--- src/hw/rtl/lsr_pkg.sv ---
// ----------------------------------------------------------------------------
// Link supervisor package
// Shared types, codes and reset values for the link supervisor.
// ----------------------------------------------------------------------------
package lsr_pkg;

    localparam int unsigned TimeW  = 32;
    localparam int unsigned CfgW   = 16;
    localparam int unsigned AddrW  = 4;
    localparam int unsigned DataW  = 32;

    typedef enum logic [2:0] {
        ST_OFFLINE = 3'b001,
        ST_RECONN  = 3'b010,
        ST_ONLINE  = 3'b100
    } t_state;

    typedef logic [1:0] t_event;
    typedef logic [1:0] t_mode_code;
    typedef logic [1:0] t_reg_idx;

    localparam t_event EV_NONE     = 2'd0;
    localparam t_event EV_OFFLINE  = 2'd1;
    localparam t_event EV_ONLINE   = 2'd2;
    localparam t_event EV_RECOVERY = 2'd3;

    localparam t_mode_code MODE_OFFLINE = 2'd0;
    localparam t_mode_code MODE_RECONN  = 2'd1;
    localparam t_mode_code MODE_ONLINE  = 2'd2;

    localparam t_reg_idx REG_RECONNECT_DELAY = 2'd0;
    localparam t_reg_idx REG_BLINK_PERIOD    = 2'd1;
    localparam t_reg_idx REG_RECOVERY_WINDOW = 2'd2;

    localparam logic [CfgW-1:0] RST_RECONNECT_DELAY = 16'd5000;
    localparam logic [CfgW-1:0] RST_BLINK_PERIOD    = 16'd1000;
    localparam logic [CfgW-1:0] RST_RECOVERY_WINDOW = 16'd5000;

endpackage

--- src/hw/rtl/lsr_intf.sv ---
// ----------------------------------------------------------------------------
// Link supervisor channels
// Poll channel and result channel, valid/ready handshake.
// ----------------------------------------------------------------------------
interface lsr_poll_if;
    logic                        valid;
    logic                        ready;
    logic [lsr_pkg::TimeW-1:0]   now_ms;
    logic                        default_iface_present;
    logic                        interface_up;
    logic                        link_up;
    logic                        address_set;

    modport source (
        output valid, now_ms, default_iface_present, interface_up, link_up,
               address_set,
        input  ready
    );
    modport sink (
        input  valid, now_ms, default_iface_present, interface_up, link_up,
               address_set,
        output ready
    );
endinterface

interface lsr_result_if;
    logic                   valid;
    logic                   ready;
    logic                   indicator_on;
    logic                   phy_reset_pulse;
    lsr_pkg::t_event        event_code;
    logic [3:0]             status_flags;
    lsr_pkg::t_mode_code    link_mode;

    modport source (
        output valid, indicator_on, phy_reset_pulse, event_code, status_flags,
               link_mode,
        input  ready
    );
    modport sink (
        input  valid, indicator_on, phy_reset_pulse, event_code, status_flags,
               link_mode,
        output ready
    );
endinterface

--- src/hw/rtl/link_supervisor_with_recovery.sv ---
// ----------------------------------------------------------------------------
// Link supervisor with recovery
// A poll transfer yields its result in the cycle after it is accepted.
// Throughput: one poll per cycle while results are taken; the result register frees as it is taken.
// The state update and all three elapsed-time compares are combinational.
// Synchronous active-low reset: mode offline, stamps and blink level zero,
// delay 5000, blink period 1000, recovery window 5000, result register empty.
// ----------------------------------------------------------------------------
module link_supervisor_with_recovery (
    input  logic                          i_clk,
    input  logic                          i_rst_n,
    lsr_poll_if.sink                      i_poll,
    lsr_result_if.source                  o_result,
    input  logic                          psel,
    input  logic                          penable,
    input  logic                          pwrite,
    input  logic [lsr_pkg::AddrW-1:0]     paddr,
    input  logic [lsr_pkg::DataW-1:0]     pwdata,
    output logic [lsr_pkg::DataW-1:0]     prdata,
    output logic                          pready
);

    logic [lsr_pkg::CfgW-1:0]  r_delay, r_period, r_window;
    lsr_pkg::t_state           r_state, n_state;
    logic [lsr_pkg::TimeW-1:0] r_entry, n_entry;
    logic [lsr_pkg::TimeW-1:0] r_blink, n_blink;
    logic                      r_level, n_level;

    logic                      r_out_valid;
    logic                      r_led, n_led;
    logic                      r_pulse, n_pulse;
    lsr_pkg::t_event           r_event, n_event;
    logic [3:0]                r_flags;
    lsr_pkg::t_mode_code       r_mode_out, n_mode_out;

    logic                      w_accept;
    logic                      w_cfg_wr;
    lsr_pkg::t_reg_idx         w_idx;
    logic                      w_ready_link;
    logic [lsr_pkg::TimeW-1:0] w_el_entry, w_el_blink;
    logic                      w_delay_done, w_blink_due, w_window_done;
    logic                      w_lvl;

    assign pready   = 1'b1;
    assign w_idx    = paddr[3:2];
    assign w_cfg_wr = psel && penable && pwrite;

    always_comb begin
        case (w_idx)
            lsr_pkg::REG_RECONNECT_DELAY: prdata = {16'd0, r_delay};
            lsr_pkg::REG_BLINK_PERIOD:    prdata = {16'd0, r_period};
            lsr_pkg::REG_RECOVERY_WINDOW: prdata = {16'd0, r_window};
            default:                      prdata = '0;
        endcase
    end

    always_ff @(posedge i_clk) begin
        if (!i_rst_n) begin
            r_delay  <= lsr_pkg::RST_RECONNECT_DELAY;
            r_period <= lsr_pkg::RST_BLINK_PERIOD;
            r_window <= lsr_pkg::RST_RECOVERY_WINDOW;
        end else if (w_cfg_wr) begin
            case (w_idx)
                lsr_pkg::REG_RECONNECT_DELAY: r_delay  <= pwdata[15:0];
                lsr_pkg::REG_BLINK_PERIOD:    r_period <= pwdata[15:0];
                lsr_pkg::REG_RECOVERY_WINDOW: r_window <= pwdata[15:0];
                default: ;
            endcase
        end
    end

    assign i_poll.ready = !r_out_valid || o_result.ready;
    assign w_accept     = i_poll.valid && i_poll.ready;

    assign w_ready_link  = i_poll.interface_up && i_poll.link_up && i_poll.address_set;
    assign w_el_entry    = i_poll.now_ms - r_entry;
    assign w_el_blink    = i_poll.now_ms - r_blink;
    assign w_delay_done  = w_el_entry >= {16'd0, r_delay};
    assign w_window_done = w_el_entry >= {16'd0, r_window};
    assign w_blink_due   = w_el_blink >= {16'd0, r_period};

    always_comb begin
        n_state    = r_state;
        n_entry    = r_entry;
        n_blink    = r_blink;
        n_level    = r_level;
        n_led      = 1'b0;
        n_pulse    = 1'b0;
        n_event    = lsr_pkg::EV_NONE;
        w_lvl      = r_level;
        case (r_state)
            lsr_pkg::ST_ONLINE: begin
                n_led = 1'b1;
                if (!w_ready_link) begin
                    n_state = lsr_pkg::ST_OFFLINE;
                    n_entry = i_poll.now_ms;
                    n_led   = 1'b0;
                    n_event = lsr_pkg::EV_OFFLINE;
                end
            end
            lsr_pkg::ST_OFFLINE: begin
                if (w_ready_link) begin
                    n_state = lsr_pkg::ST_ONLINE;
                    n_entry = i_poll.now_ms;
                    n_led   = 1'b1;
                    n_event = lsr_pkg::EV_ONLINE;
                end else if (w_delay_done) begin
                    n_state = lsr_pkg::ST_RECONN;
                    n_entry = i_poll.now_ms;
                    n_blink = i_poll.now_ms;
                    n_level = 1'b1;
                    n_led   = 1'b1;
                    n_pulse = 1'b1;
                    n_event = lsr_pkg::EV_RECOVERY;
                end
            end
            lsr_pkg::ST_RECONN: begin
                if (w_ready_link) begin
                    n_state = lsr_pkg::ST_ONLINE;
                    n_entry = i_poll.now_ms;
                    n_led   = 1'b1;
                    n_event = lsr_pkg::EV_ONLINE;
                end else begin
                    if (w_blink_due) begin
                        n_blink = i_poll.now_ms;
                        w_lvl   = !r_level;
                    end
                    n_level = w_lvl;
                    n_led   = w_lvl;
                    if (w_window_done) begin
                        n_state = lsr_pkg::ST_OFFLINE;
                        n_entry = i_poll.now_ms;
                        n_level = 1'b0;
                        n_led   = 1'b0;
                    end
                end
            end
            default: begin
                n_state = lsr_pkg::ST_OFFLINE;
                n_entry = i_poll.now_ms;
            end
        endcase
    end

    always_comb begin
        case (n_state)
            lsr_pkg::ST_RECONN: n_mode_out = lsr_pkg::MODE_RECONN;
            lsr_pkg::ST_ONLINE: n_mode_out = lsr_pkg::MODE_ONLINE;
            default:            n_mode_out = lsr_pkg::MODE_OFFLINE;
        endcase
    end

    always_ff @(posedge i_clk) begin
        if (!i_rst_n) begin
            r_state     <= lsr_pkg::ST_OFFLINE;
            r_entry     <= '0;
            r_blink     <= '0;
            r_level     <= 1'b0;
            r_out_valid <= 1'b0;
        end else begin
            if (w_accept) begin
                r_state <= n_state;
                r_entry <= n_entry;
                r_blink <= n_blink;
                r_level <= n_level;
            end
            if (w_accept) begin
                r_out_valid <= 1'b1;
            end else if (o_result.ready) begin
                r_out_valid <= 1'b0;
            end
        end
    end

    always_ff @(posedge i_clk) begin
        if (w_accept) begin
            r_led      <= n_led;
            r_pulse    <= n_pulse;
            r_event    <= n_event;
            r_flags    <= {i_poll.address_set, i_poll.link_up, i_poll.interface_up,
                           i_poll.default_iface_present};
            r_mode_out <= n_mode_out;
        end
    end

    assign o_result.valid           = r_out_valid;
    assign o_result.indicator_on    = r_led;
    assign o_result.phy_reset_pulse = r_pulse;
    assign o_result.event_code      = r_event;
    assign o_result.status_flags    = r_flags;
    assign o_result.link_mode       = r_mode_out;

endmodule

--- src/flat_wrapper.sv ---
// flat-port wrapper written by rule: the top's interface ports become plain ports
module link_supervisor_with_recovery_flat 
  (i_clk, i_rst_n, psel, penable, pwrite, paddr, pwdata, prdata, pready, i_poll_valid, i_poll_now_ms, i_poll_default_iface_present, i_poll_interface_up, i_poll_link_up, i_poll_address_set, i_poll_ready, o_result_valid, o_result_indicator_on, o_result_phy_reset_pulse, o_result_event_code, o_result_status_flags, o_result_link_mode, o_result_ready);
  lsr_poll_if i_poll_i ();
  lsr_result_if o_result_i ();
  input  logic i_clk;
  input  logic i_rst_n;
  input  logic psel;
  input  logic penable;
  input  logic pwrite;
  input  logic [lsr_pkg::AddrW-1:0] paddr;
  input  logic [lsr_pkg::DataW-1:0] pwdata;
  output logic [lsr_pkg::DataW-1:0] prdata;
  output logic pready;
  input wire logic [$bits(i_poll_i.valid)-1:0] i_poll_valid;
  input wire logic [$bits(i_poll_i.now_ms)-1:0] i_poll_now_ms;
  input wire logic [$bits(i_poll_i.default_iface_present)-1:0] i_poll_default_iface_present;
  input wire logic [$bits(i_poll_i.interface_up)-1:0] i_poll_interface_up;
  input wire logic [$bits(i_poll_i.link_up)-1:0] i_poll_link_up;
  input wire logic [$bits(i_poll_i.address_set)-1:0] i_poll_address_set;
  output wire logic [$bits(i_poll_i.ready)-1:0] i_poll_ready;
  output wire logic [$bits(o_result_i.valid)-1:0] o_result_valid;
  output wire logic [$bits(o_result_i.indicator_on)-1:0] o_result_indicator_on;
  output wire logic [$bits(o_result_i.phy_reset_pulse)-1:0] o_result_phy_reset_pulse;
  output wire logic [$bits(o_result_i.event_code)-1:0] o_result_event_code;
  output wire logic [$bits(o_result_i.status_flags)-1:0] o_result_status_flags;
  output wire logic [$bits(o_result_i.link_mode)-1:0] o_result_link_mode;
  input wire logic [$bits(o_result_i.ready)-1:0] o_result_ready;
  assign i_poll_i.valid = i_poll_valid;
  assign i_poll_i.now_ms = i_poll_now_ms;
  assign i_poll_i.default_iface_present = i_poll_default_iface_present;
  assign i_poll_i.interface_up = i_poll_interface_up;
  assign i_poll_i.link_up = i_poll_link_up;
  assign i_poll_i.address_set = i_poll_address_set;
  assign i_poll_ready = i_poll_i.ready;
  assign o_result_valid = o_result_i.valid;
  assign o_result_indicator_on = o_result_i.indicator_on;
  assign o_result_phy_reset_pulse = o_result_i.phy_reset_pulse;
  assign o_result_event_code = o_result_i.event_code;
  assign o_result_status_flags = o_result_i.status_flags;
  assign o_result_link_mode = o_result_i.link_mode;
  assign o_result_i.ready = o_result_ready;
  link_supervisor_with_recovery u_core (.i_clk(i_clk), .i_rst_n(i_rst_n), .i_poll(i_poll_i), .o_result(o_result_i), .psel(psel), .penable(penable), .pwrite(pwrite), .paddr(paddr), .pwdata(pwdata), .prdata(prdata), .pready(pready));
endmodule
--- config.mk ---
export PLATFORM = sky130hd
export DESIGN_NAME = link_supervisor_with_recovery_flat
export DESIGN_NICKNAME = d
export VERILOG_FILES = /design/src/hw/rtl/lsr_pkg.sv /design/src/hw/rtl/lsr_intf.sv /design/src/hw/rtl/link_supervisor_with_recovery.sv /design/src/flat_wrapper.sv
export SDC_FILE = /design/constraint.sdc
export NUM_CORES = 1
export LEC_CHECK = 0
export BUFFER_PORTS_ARGS = -buffer_cell sky130_fd_sc_hd__buf_4
export CAP_MARGIN = 20
export CORE_MARGIN = 4
export CORE_UTILIZATION = 25
export DETAILED_ROUTE_END_ITERATION = 6
export GPL_TIMING_DRIVEN = 0
export MAX_ROUTING_LAYER = met4
export PLACE_DENSITY_LB_ADDON = 0.25
export SLEW_MARGIN = 5
export SYNTH_ARGS = -nofsm -noshare
export SYNTH_HDL_FRONTEND = slang
export SYNTH_SLANG_ARGS = --single-unit
--- constraint.sdc ---
create_clock -name i_clk -period 5.37 [get_ports i_clk]
set_clock_uncertainty 0.15 [all_clocks]
set_input_delay 1.074 -clock i_clk [delete_from_list [all_inputs] [get_ports i_clk]]
set_output_delay 1.074 -clock i_clk [all_outputs]
set_load 0.05 [all_outputs]
Word-level counts from Yosys, hierarchy flattened
Index checks and enable logic that the tools add are counted.

word-level totals
  register bits after elaboration = 127
  input bits = 79
  output and inout port bits = 45

operators by class
  add/sub/neg operators = 2
  $lt $le $gt $ge = 3
  equal/unequal tests = 14
  mux-type cells = 36
  bitwise logic cells = 1
  reduce and logical (&&, ||, !) cells = 18

operators with widths
  operator              number
  $mux W32              8
  $ge A32 B16 Y1        3
  $pmux W32 S3          1
  $pmux W32 S2          1
  $sub A32 B32 Y32      2
  $pmux W16 S3          1
  $mux W3               5
  $mux W1               12
  $pmux W3 S3           1
  $eq A3 B2 Y1 const B  2
  $eq A3 B3 Y1 const B  2
  $mux W2               3
  $ne A2 B2 Y1 const B  3
  $ne A3 B1 Y1 const B  2
  $pmux W2 S3           1
  $reduce_and A2 Y1     3
  $reduce_and A6 Y1     1
  $logic_and A1 B1 Y1   5
  $reduce_and A5 Y1     1
  $ne A2 B1 Y1 const B  2
  $pmux W2 S2           1
  $reduce_and A4 Y1     1
  $reduce_bool A2 Y1    2
  $eq A3 B1 Y1 const B  1
  9 further kinds       10

Longest topological paths before layout
  depth after elaboration = 7
  gate-level depth with buffers = 24

Worst setup path before layout
No wires, ideal clock.

  path kind = input to register
  from = input i_poll_now_ms[0]
  to = register u_core.r_led, in the netlist u_core.o_result.indicator_on (data pin)
  setup time = 0.283 ns
  arrival time = 5.151 ns
  required time = 4.937 ns
  slack = -0.214 ns
  stages on the path = 22
  cell sequence = inv_1 ha_1 inv_1 fa_1 a21o_1 a221oi_2 o211ai_2 nor2b_1 nand2b_1 a21o_1 a21oi_1 xnor2_1 ha_1 nor2b_1 o21ai_0 nand4_1 or4_1 nor4_1 nand3_1 nor4_4 mux2i_1 o211ai_1

between the ends
  longest elaborated chain between the ends = 6

RTL lines
  element                 line                                  RTL
  from (decl)             flat_wrapper.sv:16                    input wire logic [$bits(i_poll_i.now_ms)-1:0] i_poll_now_ms;
  $sub A32 B32 Y32        link_supervisor_with_recovery.sv:77   assign w_el_blink = i_poll.now_ms - r_blink;
  $ge A32 B16 Y1          link_supervisor_with_recovery.sv:80   assign w_blink_due = w_el_blink >= {16'd0, r_period};
  $mux W1                 link_supervisor_with_recovery.sv:124  if (w_blink_due) begin
  $mux W1                 link_supervisor_with_recovery.sv:130  if (w_window_done) begin
  $mux W1                 link_supervisor_with_recovery.sv:118  if (w_ready_link) begin
  $pmux W1 S3 (*)         link_supervisor_with_recovery.sv:91   case (r_state)
  named net u_core.n_led  link_supervisor_with_recovery.sv:30   logic r_led, n_led;
  to (signal assigned)    link_supervisor_with_recovery.sv:177  r_led <= n_led;
  to (decl)               link_supervisor_with_recovery.sv:30

The timed path passes the listed nets; every way through them passes the cells marked *.
A chain may end at the register's enable or synchronous reset.

Worst setup path after layout
Ends and elaborated chain as after synthesis.

==> impl_metrics.py <==
metrics = {
    "pwr": {
        "power_density_nw_per_um2": 272,
        "power_frac_comb_pct": 36.7,
        "clockPowerShare_pct": 33.9,
        "power.net_switching_w": 0.00130,
        "ir_drop_mv": 0.159,
        "power.internal_w": 0.00223,
        "switching_share_pct": 36.9,
        "p_leak_nw": 5.25,
        "seqPwrFrac_pct": 29.4,
    },
    "setup_path": {
        "critPathMaxFanout": 3,
        "r2r-end": "u_core.o_result.indicator_on",
        "crit_end": "u_core.o_result.indicator_on",
        "cp.required_ps": 5360,
        "startpoint": "i_poll_now_ms[0]",
        "end_kind": "register",
        "start_kind": "input pin",
        "path_class": "input pin to register",
        "r2r_start": "u_core.r_blink[0]",
        "ff2ff_setup_slack_ps": 230,
        "worstPathArrival_ps": 5530,
        "rr_worst_depth": 23,
    },
    "sta": {
        "fin_crit_ps": 5540,
        "post-route-period-util_pct": 103,
        "drv_slew": 0,
        "tightestPinTransition_ps": 956,
        "finalSetupTns_ps": -3740,
        "maxSlewHeadroom_pct": 36.3,
        "finalHoldViolations": 0,
        "rsz0062_at_grt": "yes",
        "setup_viol": 34,
        "max_freq_ghz": 0.180,
        "setup_ws_ps": -173,
    },
    "layout": {
        "fin_nets": 1734,
        "n_antenna_cell": 0,
        "synthToLayoutAreaGrowth_pct": 21.8,
        "final_common_cell": "nand2_1",
        "layout-drive-gt1-share_pct": 12.9,
        "final_area_um2": 13000,
        "mostFrequentLayoutCells": "256 x nand2_1, 126 x inv_1, 122 x a21oi_1",
        "fin_util_pct": 30.8,
    },
    "routing": {
        "num_vias": 10157,
        "totalWireLength_um": 35200,
        "wire_per_inst_um": 16.8,
        "vias_per_cell": 4.85,
        "dr.first_iter.drc_count": 586,
        "remaining_drc_errors": 0,
        "ant_nets": 0,
        "first_pass_iters": 5,
    },
    "floorplan": {
        "start_util_pct": 25.3,
        "dieArea_um2": 46000,
        "coreArea_um2": 42000,
        "rows": 75,
        "dieHeight_um": 214,
        "io-pin-count": 124,
        "die_x_um": 214,
    },
    "yosys": {
        "synth.avg_cell_area_um2": 7.56,
        "synth.distinct_cells": 79,
        "async_flop_share_pct": 0,
        "syn_inst": 1408,
        "ys_ff_latch": 127,
        "synth_warnings": 0,
        "synth_area_um2": 10600,
        "ys.flop_type": "dfxtp_1",
        "seq_area_frac_synth_pct": 24.8,
        "synth_edf_count": 10,
    },
    "clocking": {
        "numClockSinks": 127,
        "h-tree-depth": 4,
        "cts_tree": "yes",
        "clk_pin_slew_worst_paths_ps": 60,
        "cts_buffers": 17,
        "clock_latency_ps": 430,
        "cts-root-buf": "clkbuf_16",
        "cts_buffer_depth": 2,
    },
    "placement": {
        "dp_hpwl_um": 28500,
        "gp_congestion": 0.955,
        "place_area_um2": 12100,
        "dp_worst_setup_slack_ps": -1290,
        "portBuffers": 87,
    },
    "outcome": {
        "outcome": "finished, violations left",
        "violations": "setup timing",
    },
    "min_path": {
        "min-delay-path-class": "register to register",
    },
    "global_routing": {
        "antenna_found_initial": 0,
        "grt_pass1_wl_um": 55200,
        "grt_pass1_vias": 9874,
        "grt.overflow.total": 0,
        "grt_max_degree": 19,
        "grtUsageTotal_pct": 15.2,
    },
    "flow_run": {
        "maxCapViolCount": 0,
    },
}
## synth_stat cells (4+ instances only)
| master | n | area share [%] |
|---|---|---|
| o211ai_1 | 28 | 2.0 |
| ha_1 | 110 | 13 |
| nor2b_1 | 14 | 0.82 |
| o21ai_1 | 8 | 0.38 |
| o211a_1 | 4 | 0.38 |
| xor2_1 | 16 | 1.3 |
| nor3_1 | 27 | 1.3 |
| or4_1 | 5 | 0.35 |
| clkbuf_1 | 44 | 1.6 |
| o2111ai_1 | 6 | 0.49 |
| and3_1 | 8 | 0.47 |
| and2_1 | 8 | 0.47 |
| inv_1 | 128 | 4.5 |
| nand2b_1 | 17 | 1.0 |
| a211oi_1 | 7 | 0.49 |
| nand4_1 | 25 | 1.5 |
| or3_1 | 7 | 0.41 |
| nor4_1 | 8 | 0.47 |
| a31oi_1 | 11 | 0.65 |
| buf_4 | 17 | 1.2 |
| nor2_1 | 60 | 2.1 |
| nand3_1 | 30 | 1.4 |
| nand2_1 | 256 | 9.0 |
| buf_2 | 11 | 0.52 |
| o21bai_1 | 11 | 0.78 |
| edfxtp_1 | 10 | 2.8 |
| o21ai_0 | 54 | 2.5 |
| o21a_1 | 11 | 0.78 |
| xnor2_1 | 27 | 2.2 |
| or2_2 | 4 | 0.23 |
| mux2i_1 | 86 | 8.1 |
| a21o_1 | 34 | 2.4 |
| dfxtp_1 | 117 | 22 |
| a21oi_1 | 124 | 5.8 |
| buf_6 | 4 | 0.42 |
## worst max-delay path, stage by stage
cell       delay, ps
buf_8            100
inv_6             50
ha_4             130
inv_2             40
fa_2             340
a21o_1           200
a221oi_4         280
o211ai_2         150
nor2b_4          150
nand2b_4         150
a21o_1           170
a21oi_2          140
xnor2_1          140
ha_1             270
nand4_1          180
nor4_2            80
o2111ai_2        120
nand4_1          150
or4_4            550
nor4_4           240
nand3_2          130
nor4_4           150
buf_6            180
mux2i_4          240
o211ai_1         110
## worst min path at each step
stage / start / endpoint / slack [ps] / cells past startpoint
6_report: u_core.r_entry[7] / u_core.r_entry[7] / 310 / 2
5_1_grt: u_core.r_blink[6] / u_core.r_blink[6] / 320 / 2
4_1_cts: u_core.r_entry[9] / u_core.r_entry[9] / 310 / 2
3_5_place_dp: u_core.r_blink[20] / u_core.r_blink[20] / 300 / 2
3_3_place_gp: u_core.r_entry[30] / u_core.r_entry[30] / 290 / 2
2_1_floorplan: u_core.r_blink[10] / u_core.r_blink[10] / 280 / 2
## layout make-up
type	count	area, µm²
clock buffers	19	443
repair buffers	101	812
inverters	129	489
plain buffers	78	424
well taps	539	674
clock inverters	13	153
flip-flops and latches	127	2640
multi-input cells	1089	7330
fillers	4553	29100
## cell families after synthesis
kind of cell               Yosys count  share of synthesized area, %
xor gates and xnor gates            43                          3.54
and+or+nand+nor                    486                          20.9
AOI/OAI and AO/OA                  343                          20.7
muxes                               88                          8.33
other                                2                        0.0705
DFF                                127                          24.8
buffers and inverters              207                          8.31
adders and majority gates          112                          13.3
## through the flow
stage	hold slack, ps	instances	power, W
2_1_floorplan	285	1423	0.00194
3_3_place_gp	294	2049	0.00227
3_5_place_dp	296	2049	0.00228
4_1_cts	308	2092	0.00353
5_1_grt	322	2095	0.00374
6_report	308	2095	0.00353
## metal layers
layer / vias up / GRT usage (%) / wire (µm) / part of all wire, %
met2: 243 / 23.9 / 15900 / 45
li1: 5186 / - / - / -
met3: 42 / 1.96 / 1430 / 4.0
met5: - / - / 0 / 0
met1: 4686 / 20.8 / 17100 / 49
met4: 0 / 4.19 / 723 / 2.1
## timing repair
action                                 4_1_cts  5_1_grt
pin swaps                                   16       17
setup endpoints to repair                   64       64
hold buffers                                 0        0
endpoints found under the hold margin        0        0
buffers inserted                            10        2
resized for setup                           28       11
cloned                                       1        1
## power by group through the flow
stage	registers (W)	logic, W	clock network (W)
2_1_floorplan	0.00108	0.000869	0
3_3_place_gp	0.00106	0.00121	0
3_5_place_dp	0.00106	0.00122	0
4_1_cts	0.00104	0.00128	0.00122
5_1_grt	0.00104	0.00143	0.00126
6_report	0.00104	0.00129	0.00120
## flip-flops by register name, summed over array words and instances, names as in the netlist
signal and cells:
u_core.r_state 3, u_core.o_result.phy_reset_pulse 1, u_core.r_delay 16, u_core.o_result.indicator_on 1, u_core.r_window 16, u_core.o_result.link_mode 2
u_core.r_entry 32, u_core.o_result.event_code 2, u_core.r_blink 32, u_core.o_result.status_flags 4, u_core.r_level 1, u_core.o_result.valid 1
u_core.r_period 16
No activity file was read; power rests on OpenSTA's default activity.
